[src/design/mfd_pkg.sv]
package mfd_pkg;

   // field widths of one request word and one response word
   localparam int unsigned EXP_W   = 3;
   localparam int unsigned MANT_W  = 4;
   localparam int unsigned CODE_W  = 13;
   localparam int unsigned KIND_W  = 3;
   localparam int unsigned MAG_W   = 37;

   // accepted format range
   localparam logic [EXP_W-1:0]  MIN_EXP_WIDTH  = 3'd1;
   localparam logic [EXP_W-1:0]  MAX_EXP_WIDTH  = 3'd5;
   localparam logic [MANT_W-1:0] MIN_MANT_WIDTH = 4'd1;
   localparam logic [MANT_W-1:0] MAX_MANT_WIDTH = 4'd7;

   // fraction bits of the fixed-point magnitude
   localparam logic [6:0] FRAC_BITS = 7'd21;

   typedef enum logic [KIND_W-1:0] {
      KIND_NUMBER = 3'd0,
      KIND_ZERO   = 3'd1,
      KIND_INF    = 3'd2,
      KIND_NAN    = 3'd3,
      KIND_REJECT = 3'd4
   } kind_type;

   typedef struct packed {
      logic [EXP_W-1:0]  exp_bits;
      logic [MANT_W-1:0] mant_bits;
      logic [CODE_W-1:0] code;
   } req_word_type;

   typedef struct packed {
      kind_type          kind;
      logic              sign;
      logic [MAG_W-1:0]  magnitude;
   } rsp_word_type;

endpackage

[src/design/minifloat_decode_to_fixed.sv]
// Minifloat decoder: each request word holds a right-aligned IEEE-style
// pattern (sign, exponent, mantissa) with its own exponent width (1..5) and
// mantissa width (1..7). The response word gives the class (number, signed
// zero, signed infinity, NaN or rejected format), the sign, and for numbers
// the exact magnitude as unsigned fixed point with 21 fraction bits
// (bias 2^(e-1)-1, subnormals scaled by 2^(1-bias)). One word per cycle is
// sustained while rsp_stall is low; an accepted request word passes the input
// register, then is decoded into the response register. Both
// stages move together under rsp_stall, so req_stall rises only when both
// are full.
module minifloat_decode_to_fixed (
   input  logic                        clock,
   input  logic                        reset,

   input  logic                        req_valid,
   output logic                        req_stall,
   input  logic [mfd_pkg::EXP_W-1:0]   req_exp_bits,
   input  logic [mfd_pkg::MANT_W-1:0]  req_mant_bits,
   input  logic [mfd_pkg::CODE_W-1:0]  req_code,

   output logic                        rsp_valid,
   input  logic                        rsp_stall,
   output logic [mfd_pkg::KIND_W-1:0]  rsp_kind,
   output logic                        rsp_sign,
   output logic [mfd_pkg::MAG_W-1:0]   rsp_magnitude
);

   // stage 1: captured request word
   logic                  in_valid_ff;
   logic                  in_valid_in;
   mfd_pkg::req_word_type in_word_ff;

   // stage 2: decoded response word
   logic                  out_valid_ff;
   logic                  out_valid_in;
   mfd_pkg::rsp_word_type out_word_ff;
   mfd_pkg::rsp_word_type dec_word;

   logic                  out_load;
   logic                  in_load;

   // response register frees when empty or being taken
   assign out_load  = !out_valid_ff || !rsp_stall;
   // input register frees when empty or moving to the response register
   assign in_load   = !in_valid_ff || out_load;
   assign req_stall = !in_load;

   assign in_valid_in  = in_load ? req_valid : in_valid_ff;
   assign out_valid_in = out_load ? in_valid_ff : out_valid_ff;

   mfd_decode u_decode (
      .req_word (in_word_ff),
      .rsp_word (dec_word)
   );

   always_ff @(posedge clock) begin
      if (reset) begin
         in_valid_ff  <= 1'b0;
         out_valid_ff <= 1'b0;
      end else begin
         in_valid_ff  <= in_valid_in;
         out_valid_ff <= out_valid_in;
      end
   end

   // payload registers, no reset
   always_ff @(posedge clock) begin
      if (in_load && req_valid) begin
         in_word_ff.exp_bits  <= req_exp_bits;
         in_word_ff.mant_bits <= req_mant_bits;
         in_word_ff.code      <= req_code;
      end
      if (out_load && in_valid_ff) begin
         out_word_ff <= dec_word;
      end
   end

   assign rsp_valid     = out_valid_ff;
   assign rsp_kind      = out_word_ff.kind;
   assign rsp_sign      = out_word_ff.sign;
   assign rsp_magnitude = out_word_ff.magnitude;

endmodule

[src/design/mfd_decode.sv]
module mfd_decode (
   input  mfd_pkg::req_word_type req_word,
   output mfd_pkg::rsp_word_type rsp_word
);

   always_comb begin
      logic              format_ok;
      logic [2:0]        m;
      logic [6:0]        fmask;
      logic [6:0]        frac;
      logic [4:0]        emask;
      logic [12:0]       exp_word;
      logic [4:0]        expo;
      logic [3:0]        sign_pos;
      logic [12:0]       sign_word;
      logic [3:0]        bias;
      logic              subnormal;
      logic [4:0]        expo_eff;
      logic [6:0]        sh;
      logic [7:0]        sig;

      format_ok = (req_word.exp_bits >= mfd_pkg::MIN_EXP_WIDTH)
               && (req_word.exp_bits <= mfd_pkg::MAX_EXP_WIDTH)
               && (req_word.mant_bits >= mfd_pkg::MIN_MANT_WIDTH)
               && (req_word.mant_bits <= mfd_pkg::MAX_MANT_WIDTH);

      m         = req_word.mant_bits[2:0];
      fmask     = 7'((8'd1 << m) - 8'd1);
      frac      = req_word.code[6:0] & fmask;
      emask     = 5'((6'd1 << req_word.exp_bits) - 6'd1);
      exp_word  = req_word.code >> m;
      expo      = exp_word[4:0] & emask;
      sign_pos  = 4'(req_word.exp_bits) + 4'(m);
      sign_word = req_word.code >> sign_pos;
      bias      = 4'((5'd1 << (req_word.exp_bits - 3'd1)) - 5'd1);

      // subnormals use exponent 1 with no hidden bit
      subnormal = (expo == 5'd0);
      expo_eff  = subnormal ? 5'd1 : expo;
      sh        = mfd_pkg::FRAC_BITS + 7'(expo_eff) - 7'(bias) - 7'(m);
      sig       = subnormal ? {1'b0, frac} : ((8'd1 << m) | {1'b0, frac});

      rsp_word.sign      = 1'b0;
      rsp_word.magnitude = '0;
      if (!format_ok) begin
         rsp_word.kind = mfd_pkg::KIND_REJECT;
      end else begin
         rsp_word.sign = sign_word[0];
         if (expo == emask) begin
            rsp_word.kind = (frac == 7'd0) ? mfd_pkg::KIND_INF : mfd_pkg::KIND_NAN;
         end else if (subnormal && frac == 7'd0) begin
            rsp_word.kind = mfd_pkg::KIND_ZERO;
         end else begin
            rsp_word.kind      = mfd_pkg::KIND_NUMBER;
            rsp_word.magnitude = mfd_pkg::MAG_W'(sig) << sh[5:0];
         end
      end
   end

endmodule

[config.mk]
export PLATFORM = sky130hd
export DESIGN_NAME = minifloat_decode_to_fixed
export DESIGN_NICKNAME = d
export VERILOG_FILES = /design/src/design/mfd_pkg.sv /design/src/design/minifloat_decode_to_fixed.sv /design/src/design/mfd_decode.sv
export SDC_FILE = /design/constraint.sdc
export NUM_CORES = 1
export LEC_CHECK = 0
export ABC_AREA = 1
export BUFFER_PORTS_ARGS = -buffer_cell sky130_fd_sc_hd__buf_4
export CORE_MARGIN = 3
export CORE_UTILIZATION = 40
export CTS_CLUSTER_DIAMETER = 200
export DETAILED_ROUTE_END_ITERATION = 8
export GPL_TIMING_DRIVEN = 0
export PLACE_DENSITY_LB_ADDON = 0.2
export SETUP_SLACK_MARGIN = 0.02
export SYNTH_ARGS = -nofsm -noshare
export SYNTH_HDL_FRONTEND = slang
export SYNTH_SLANG_ARGS = --single-unit
[constraint.sdc]
create_clock -name clock -period 4 [get_ports clock]
set_input_delay 0.6 -clock clock [delete_from_list [all_inputs] [get_ports clock]]
set_output_delay 0.6 -clock clock [all_outputs]
set_load 0.01 [all_outputs]
* After elaboration in Yosys (flattened, before gate mapping)
Cells that the tools add are included.
Word-level totals: output and inout port bits 43, word-level logic and storage cells 51, register bits after elaboration 63
Operators by class: add/sub/neg operators 8, muxes and demuxes 5, shifts and indexed selects 6, magnitude comparators 4, reduce and logical (&&, ||, !) cells 15, eq/ne operators 1, bitwise gates (word level) 4
Operator list (count):
- $shl 8x6->37 | 1
- $shr 13x3->5 | 1
- $shr 13x4->1 | 1
- $mux 8 | 1
- $or 8x7->8 | 1
- $shl 1x3->8 const A | 1
- $and 7x7->7 | 1
- $logic_not 7->1 | 1
- $sub 7x1->7 const B | 1
- $add 5x5->6 const A | 1
- $logic_and 1x1->1 | 6
- $sub 6x3->6 | 1
- $sub 6x4->6 | 1
- $and 5x5->5 | 1
- $eq 5x5->1 | 1
- $logic_not 5->1 | 1
- $mux 5 | 1
- $shl 1x3->5 const A | 1
- $sub 5x1->5 const B | 1
- $add 3x3->4 | 1
- $ge 4x1->1 const B | 1
- $le 4x3->1 const B | 1
- $logic_not 1->1 | 4
- $shl 1x3->4 const A | 1
- other kinds (9) | 11

* Logic depth before layout (Yosys ltp)
Gate-level depths: netlist of run 1.
word-level depth 9, gate-level depth with buffers 24

* Hierarchy
A second synthesis of run 1 with hierarchy kept.
Unflattened totals: cells, all modules 490, area total of the unflattened synthesis 4043.9 um^2
Modules (own cells, without submodules):
- mfd_decode | area each 2120.8 um^2, cells each 417, times used 1
- minifloat_decode_to_fixed | area each 1923.1 um^2, cells each 73, times used 1

* Worst setup path after synthesis of run 1
Ideal clock, no wire load.
path kind register to register, start reg in_word_ff[18] in the netlist's numbering, end reg out_word_ff (netlist bit rsp_magnitude[33]) (data pin), setup slack -0.035 ns, arrival time 3.889 ns, cell stages (with the launch flop) 20, library setup time 0.146 ns, data required time 3.854 ns, cell sequence edfxtp_1 buf_4 nor2_4 ha_1 inv_1 nand3_1 ha_1 inv_1 ha_1 inv_1 fa_1 ha_1 inv_1 fa_1 o21ai_0 xor2_1 inv_1 nor2_1 nand4_1 a21oi_1
On the way: word-level cells in the longest chain between the ends 9, elaborated cells on any way between the ends 22
Ends and longest elaborated chain:
- from (decl) | RTL line minifloat_decode_to_fixed.sv:31 | mfd_pkg::req_word_type in_word_ff;
- $shl 1x3->5 | RTL line mfd_decode.sv:30 | emask = 5'((6'd1 << req_word.exp_bits) - 6'd1);
- $sub 5x1->5 | RTL line mfd_decode.sv:30
- $and 5x5->5 | RTL line mfd_decode.sv:32 | expo = exp_word[4:0] & emask;
- $logic_not 5->1 | RTL line mfd_decode.sv:38 | subnormal = (expo == 5'd0);
- $mux 5 | RTL line mfd_decode.sv:39 | expo_eff = subnormal ? 5'd1 : expo;
- $add 5x5->6 | RTL line mfd_decode.sv:40 | sh = mfd_pkg::FRAC_BITS + 7'(expo_eff) - 7'(bias) - 7'(m);
- $sub 6x4->6 | RTL line mfd_decode.sv:40
- $sub 6x3->6 | RTL line mfd_decode.sv:40
- $shl 8x6->37 | RTL line mfd_decode.sv:55 | rsp_word.magnitude = mfd_pkg::MAG_W'(sig) << sh[5:0];
- to (signal assigned) | RTL line minifloat_decode_to_fixed.sv:74 | out_word_ff <= dec_word;
- to (decl) | RTL line minifloat_decode_to_fixed.sv:36 | mfd_pkg::rsp_word_type out_word_ff;
Parallel ways exist; a longest one is shown, timed or not. A chain may end at the register's enable or synchronous reset.

* Worst setup path after layout of run 1
start reg in_word_ff[18] in the netlist's numbering, end reg out_word_ff (netlist bit rsp_magnitude[36]) (data pin)
Same word-level chain as after synthesis.

==> results of run 1 <==
## cell type report
cell class                      count  area share
Tap cell                          133      0.0297
Timing Repair Buffer               95       0.137
Clock inverter                      7      0.0183
Multi-Input combinational cell    352       0.394
Inverter                           60      0.0418
Clock buffer                        9      0.0221
Buffer                             15      0.0226
Sequential cell                    63       0.335
## critical path, cell delays in order, from the launching register on
cell and delay, ps:
sky130_fd_sc_hd__edfxtp_1 420, sky130_fd_sc_hd__buf_6 150, sky130_fd_sc_hd__nor2_4 100, sky130_fd_sc_hd__ha_4 210, sky130_fd_sc_hd__inv_4 80, sky130_fd_sc_hd__nand3_4 90, sky130_fd_sc_hd__ha_4 160, sky130_fd_sc_hd__xnor2_1 120
sky130_fd_sc_hd__ha_1 290, sky130_fd_sc_hd__inv_2 40, sky130_fd_sc_hd__fa_1 590, sky130_fd_sc_hd__inv_2 50, sky130_fd_sc_hd__fa_2 430, sky130_fd_sc_hd__xnor2_2 270, sky130_fd_sc_hd__inv_1 110, sky130_fd_sc_hd__clkbuf_2 230
sky130_fd_sc_hd__nor2_1 220, sky130_fd_sc_hd__nand2_1 110, sky130_fd_sc_hd__a21oi_2 180
## logic make-up (layout without fill, tap and decap cells)
logic type / count (synthesis) / in the layout / synth area share
buffers and inverters: 77 / 186 / 0.0834
AND/OR/NAND/NOR: 262 / 262 / 0.299
flip-flops: 63 / 63 / 0.444
AO/OA/AOI/OAI: 61 / 61 / 0.0864
adder cells (fa/ha/maj): 22 / 22 / 0.0724
XOR/XNOR: 7 / 7 / 0.0145
## layout by cell type (no fill, tap or decap), drive strengths merged, types with 3 or more instances in the layout
cell type | Yosys | layout
o21bai | 3 | 3
clkbuf | 5 | 12
ha | 18 | 18
xor2 | 4 | 4
inv | 58 | 62
edfxtp | 61 | 61
a21oi | 22 | 22
o21ai | 28 | 28
nand2 | 110 | 110
nand4 | 20 | 20
xnor2 | 3 | 3
buf | 12 | 107
or2 | 3 | 3
nor3 | 7 | 7
fa | 4 | 4
nor2 | 52 | 52
nand3 | 68 | 68
## state kept, by name, summed over array words and instances, names as in the netlist
name and flops:
in_valid_ff 1, in_word_ff 20, rsp_kind 3, rsp_magnitude 37
rsp_sign 1, rsp_valid 1
## layer usage
layer	global-route usage	wire length [microns]	up-vias
met5	0	0	-
met4	0.0658	278	0
met3	0.0320	478	18
met2	0.361	5660	106
met1	0.216	4350	1709
li1	-	-	1896
## metrics by stage
step / setup TNS, ps / util / setup WS (ps)
after floorplan: 0 / - / 23.9
after global placement: -11160 / 0.488 / -439
after detailed placement: -13020 / 0.491 / -483
after CTS: 0 / 0.547 / 26.2
after global routing: -2530 / 0.560 / -186
final: -5.90 / 0.560 / -5.90
## how the worst max path moves through the flow
| stage | to | slack, ps | cells past startpoint |
|---|---|---|---|
| floorplan | rsp_magnitude[8] | 20 | 19 |
| global placement | rsp_magnitude[30] | -440 | 18 |
| detailed placement | rsp_magnitude[34] | -480 | 19 |
| CTS | rsp_magnitude[8] | 30 | 21 |
| global route | rsp_magnitude[36] | -190 | 18 |
| finish | rsp_magnitude[36] | -6 | 18 |
## where the power goes
part | total (mW) | internal, mW | switching, mW
Sequential | 0.798 | 0.779 | 0.0188
Combinational | 1.82 | 0.665 | 1.16
Clock | 0.646 | 0.359 | 0.288
## what timing repair did
item                       4_1_cts  5_1_grt
resized for setup               32       36
pin swaps                       10        9
setup endpoints to repair       37       35
cloned                           1        1
setup buffers                   20        7
==> load_flow_metrics.sql, run 1 <==
INSERT INTO impl_metrics (metric_group, metric, value, unit) VALUES
('timing', 'relative_slew_margins', '0.499', ''),
('clocking', 'cts_tree', 'done', ''),
('worst_setup_path', 'timing_worst_setup_path_type', 'reg2reg', ''),
('die', 'num_io_pins', '67', ''),
('detailed_routing', 'drt_drc_violations_left', '0', ''),
('clocking', 'ctsLongestPathBuffers', '2', ''),
('worst_setup_path', 'r2r_slack', '-6', 'ps'),
('synthesis', 'synth_nets', '538', ''),
('worst_setup_path', 'reg2reg_depth', '18', ''),
('timing', 'timing.final.ws_setup', '-5.90', 'ps'),
('die', 'die_height', '109', 'microns'),
('worst_setup_path', 'crit_required', '4190', 'ps'),
('timing', 'final.period_utilization', '1.00', ''),
('layout', 'filler_cells_inserted', '906', ''),
('outcome', 'violations', 'negative setup slack', ''),
('global_routing', 'number_of_global_route_vias_before_repair', '3709', ''),
('synthesis', 'ys.warnings.count', '0', ''),
('synthesis', 'syn-cell-area', '0.00422', 'sq mm'),
('placement', 'numPortBuffers', '66', ''),
('worst_hold_path', 'hold_path_end', 'rsp_valid', ''),
('layout', 'area_delta_synth_final', '32.7', '%'),
('timing', 'finalSetupViolCount', '1', ''),
('worst_setup_path', 'reg2reg_from', 'in_word_ff[18]', ''),
('timing', 'worstMarginPinSlew', '751', 'ps'),
('worst_hold_path', 'classification_of_the_worst_slack_hold_path', 'in2reg', ''),
('global_routing', 'global_route.usage.total', '0.191', ''),
('pwr', 'power.total', '3.27', 'mW'),
('layout', 'post-route-cell-area', '0.00560', 'sq mm'),
('synthesis', 'synth_flop_cell', 'sky130_fd_sc_hd__edfxtp_1', ''),
('detailed_routing', 'vias', '3729', ''),
('clocking', 'cts.hold.buffers_added', '0', ''),
('worst_hold_path', 'hold_path_startpoint', 'reset', ''),
('worst_setup_path', 'cp_max_fo', '10', ''),
('pwr', 'irDropWorstVdd', '263', 'uV'),
('die', 'start_util', '0.422', ''),
('synthesis', 'synthMostInstantiatedCell', 'sky130_fd_sc_hd__nand2_1', ''),
('timing', 'final_hold_vios', '0', ''),
('synthesis', 'yosys.cell_types.count', '45', ''),
('detailed_routing', 'ant_nets', '0', ''),
('clocking', 'clock_tree.htree_level_count', '3', ''),
('layout', 'antenna_cells_inserted', '0', ''),
('synthesis', 'synth_top_area_frac', '0.434', ''),
('layout', 'layoutNonFillerInstCount', '734', ''),
('flow_run', 'cap_viol_max_count', '0', ''),
('worst_setup_path', 'timing.critical_path.from', 'in_word_ff[18]', ''),
('synthesis', 'synth_edf_count', '61', ''),
('detailed_routing', 'drt-total-wl', '10.8', 'mm'),
('layout', 'layout-drive-gt1-share', '0.341', ''),
('detailed_routing', 'number_of_vias_per_cell_after_detailed_routing', '5.08', ''),
('layout', 'final_nets', '642', ''),
('worst_setup_path', 'critical_path.endpoint_type', 'flop', ''),
('synthesis', 'register_bit_total_from_synthesis', '63', ''),
('die', 'core', '0.0100', 'sq mm'),
('synthesis', 'top_cells_by_area_synth', 'sky130_fd_sc_hd__edfxtp_1, sky130_fd_sc_hd__nand2_1, sky130_fd_sc_hd__nand3_1', ''),
('detailed_routing', 'drt_iter0_markers', '116', ''),
('placement', 'place_inst', '692', ''),
('outcome', 'status', 'complete, but fails checks', ''),
('clocking', 'cts.sink_count', '63', ''),
('synthesis', 'async_flop_share', '0', ''),
('clocking', 'clock-root-buffer', 'sky130_fd_sc_hd__clkbuf_8', ''),
('placement', 'post_dp_cell_area', '0.00491', 'sq mm'),
('placement', 'finalWeightedCongestion', '0.896', ''),
('worst_setup_path', 'worstSetupStartpointType', 'flop', ''),
('timing', 'finalClockSkew', '10.7', 'ps'),
('worst_setup_path', 'rr_endpoint', 'rsp_magnitude[36]', ''),
('synthesis', 'synth_common_cells', 'sky130_fd_sc_hd__nand2_1, sky130_fd_sc_hd__edfxtp_1, sky130_fd_sc_hd__nand3_1, sky130_fd_sc_hd__inv_1, sky130_fd_sc_hd__nor2_1', ''),
('pwr', 'static-leakage-power', '2.43', 'nW'),
('layout', 'area.sequential', '0.00187', 'sq mm'),
('clocking', 'cts_made_buffers', '9', ''),
('global_routing', 'global_route_wire_length_before_repair', '17.7', 'mm'),
('synthesis', 'synth_area_leader_cell', 'sky130_fd_sc_hd__edfxtp_1', '');
Note: power is estimated with default switching activity, not from simulation.
==> run 2, diff against run 1 <==
- SKIP_LAST_GASP: unset -> 1
==> load_flow_metrics.sql, run 2 (synthesized netlist as in run 1, its figures left out) <==
INSERT INTO impl_metrics (metric_group, metric, value, unit) VALUES
('layout', 'final_util', '0.560', ''),
('clocking', 'cts.sink_count', '63', ''),
('die', 'dieArea', '0.0118', 'sq mm'),
('outcome', 'status', 'completed', ''),
('worst_hold_path', 'classification_of_the_worst_slack_hold_path', 'in2reg', ''),
('global_routing', 'global_route.usage.total', '0.191', ''),
('layout', 'largest_register_ff_count', '37', ''),
('placement', 'hpwlAfterDp', '7.92', 'mm'),
('layout', 'multiInputGateArea', '0.00220', 'sq mm'),
('pwr', 'irDropWorstVdd', '263', 'uV'),
('layout', 'layout-drive-gt1-share', '0.341', ''),
('clocking', 'clock_tree.htree_level_count', '3', ''),
('detailed_routing', 'vias', '3729', ''),
('global_routing', 'globalRouteOverflowTotal', '0', ''),
('layout', 'filler_cells_inserted', '906', ''),
('global_routing', 'pin_count_of_the_biggest_net_entering_global_routing', '34', ''),
('clocking', 'clock-root-buffer', 'sky130_fd_sc_hd__clkbuf_8', ''),
('layout', 'most_used_cells_in_the_layout_excluding_fill_and_tap_cells', 'sky130_fd_sc_hd__nand2_1, sky130_fd_sc_hd__buf_4, sky130_fd_sc_hd__edfxtp_1', ''),
('timing', 'finalClockSkew', '10.7', 'ps'),
('timing', 'report.final.slew_viol_count', '0', ''),
('clocking', 'clk_pin_slew_worst_paths', '80', 'ps'),
('timing', 'fin_setup_tns', '0', 'ps'),
('worst_setup_path', 'cp_max_fo', '6', ''),
('die', 'placementRows', '36', ''),
('die', 'num_io_pins', '67', ''),
('die', 'die_width', '109', 'microns'),
('timing', 'final_hold_vios', '0', ''),
('detailed_routing', 'ant_nets', '0', ''),
('timing', 'unrepaired_setup_endpoints_after_global_routing', 'yes', ''),
('layout', 'area_delta_synth_final', '32.7', '%'),
('detailed_routing', 'drt_pre_antenna_iters', '4', ''),
('die', 'die_height', '109', 'microns'),
('worst_setup_path', 'reg2reg_from', 'in_word_ff[18]', ''),
('clocking', 'cts.hold.buffers_added', '0', ''),
('global_routing', 'global_route_wire_length_before_repair', '17.7', 'mm'),
('global_routing', 'number_of_global_route_vias_before_repair', '3709', ''),
('timing', 'max_freq', '0.251', 'GHz'),
('global_routing', 'grt_antenna_before_repair', '0', ''),
('flow_run', 'cap_viol_max_count', '0', ''),
('die', 'core', '0.0100', 'sq mm'),
('timing', 'worstMarginPinSlew', '751', 'ps'),
('clocking', 'worst_skew_pair.late_latency', '340', 'ps'),
('timing', 'finalSetupViolCount', '0', ''),
('timing', 'timing.final.crit_period', '3990', 'ps'),
('worst_hold_path', 'hold_path_startpoint', 'reset', ''),
('timing', 'final.period_utilization', '0.997', ''),
('clocking', 'cts_tree', 'done', ''),
('layout', 'area.sequential', '0.00187', 'sq mm'),
('detailed_routing', 'drt_drc_violations_left', '0', ''),
('layout', 'antenna_cells_inserted', '0', ''),
('clocking', 'cts_made_buffers', '9', ''),
('layout', 'final_nets', '642', ''),
('pwr', 'pwr_density_cell', '583', 'mW/mm^2'),
('placement', 'finalWeightedCongestion', '0.896', ''),
('detailed_routing', 'drt_iter0_markers', '120', ''),
('placement', 'numPortBuffers', '66', ''),
('worst_setup_path', 'timing.critical_path.from', 'in_word_ff[18]', ''),
('layout', 'layout_commonest_cell', 'sky130_fd_sc_hd__nand2_1', ''),
('pwr', 'power.total', '3.26', 'mW'),
('clocking', 'ctsLongestPathBuffers', '2', ''),
('worst_setup_path', 'critical_path.endpoint_type', 'flop', ''),
('detailed_routing', 'average_wire_length_per_cell_after_detail_routing', '14.6', 'microns'),
('pwr', 'static-leakage-power', '2.43', 'nW'),
('detailed_routing', 'number_of_vias_per_cell_after_detailed_routing', '5.08', ''),
('worst_setup_path', 'crit_required', '4170', 'ps'),
('detailed_routing', 'drt-total-wl', '10.7', 'mm'),
('worst_setup_path', 'worstPathArrival', '4160', 'ps'),
('timing', 'fin_worst_hold_slack', '409', 'ps'),
('worst_setup_path', 'worstSetupStartpointType', 'flop', ''),
('worst_setup_path', 'timing_worst_setup_path_type', 'reg2reg', ''),
('die', 'start_util', '0.422', ''),
('timing', 'relative_slew_margins', '0.499', '');
==> run 2: cell counts in the layout (fill, tap and decap cells not counted) <==
Identical to the previous run, type by type.
==> run 2: layout make-up <==
type,instances,area share
Tap cell,133,0.0297
Clock inverter,7,0.0183
Sequential cell,63,0.335
Multi-Input combinational cell,352,0.394
Clock buffer,9,0.0221
Timing Repair Buffer,95,0.137
Buffer,15,0.0226
Inverter,60,0.0418
==> run 2: per-layer routing <==
layer / up-vias / part of all wire / global-route usage
li1: 1893 / - / -
met1: 1715 / 0.40 / 0.216
met2: 95 / 0.53 / 0.361
met3: 26 / 0.041 / 0.0320
met4: 0 / 0.030 / 0.0658
met5: - / 0 / 0
==> run 2: worst max-delay path, stage by stage (launching register included) <==
cell and delay [ps]:
sky130_fd_sc_hd__edfxtp_1 420, sky130_fd_sc_hd__buf_6 150, sky130_fd_sc_hd__nor2_4 100, sky130_fd_sc_hd__ha_4 210, sky130_fd_sc_hd__inv_4 80, sky130_fd_sc_hd__nand3_4 90, sky130_fd_sc_hd__ha_4 160, sky130_fd_sc_hd__xnor2_1 120
sky130_fd_sc_hd__ha_1 290, sky130_fd_sc_hd__inv_2 40, sky130_fd_sc_hd__fa_1 590, sky130_fd_sc_hd__inv_2 50, sky130_fd_sc_hd__fa_2 430, sky130_fd_sc_hd__o21ai_4 160, sky130_fd_sc_hd__xor2_2 120, sky130_fd_sc_hd__buf_12 140
sky130_fd_sc_hd__nor3_4 200, sky130_fd_sc_hd__inv_2 120, sky130_fd_sc_hd__buf_4 160, sky130_fd_sc_hd__a211oi_1 170
==> run 2: worst paths after layout <==
check / end / slack, ps / depth (start not counted)
setup / recovery: rsp_magnitude[5] / 10 / 19
hold / removal: rsp_valid / 410 / 2
setup reg to reg: rsp_magnitude[5] / 10 / 19
hold reg to reg: rsp_valid / 530 / 2
==> run 2: what timing repair did <==
| action | in CTS | in global routing |
|---|---|---|
| resized for setup | 32 | 36 |
| gates cloned | 1 | 1 |
| setup endpoints to repair | 37 | 35 |
| buffers inserted | 20 | 7 |
| pin swaps | 10 | 9 |
==> run 2: power by group <==
part	internal [mW]	switching, mW
registers	0.779	0.0188
clock network	0.359	0.288
logic	0.665	1.15
==> run 2: per-stage QoR <==
stage,std cells,worst slack (ps),cell area (sq um)
floorplan,492,23.9,4220
global placement,691,-439,4880
detailed placement,692,-483,4910
CTS,729,26.2,5470
global route,734,-186,5600
finish,734,10.6,5600
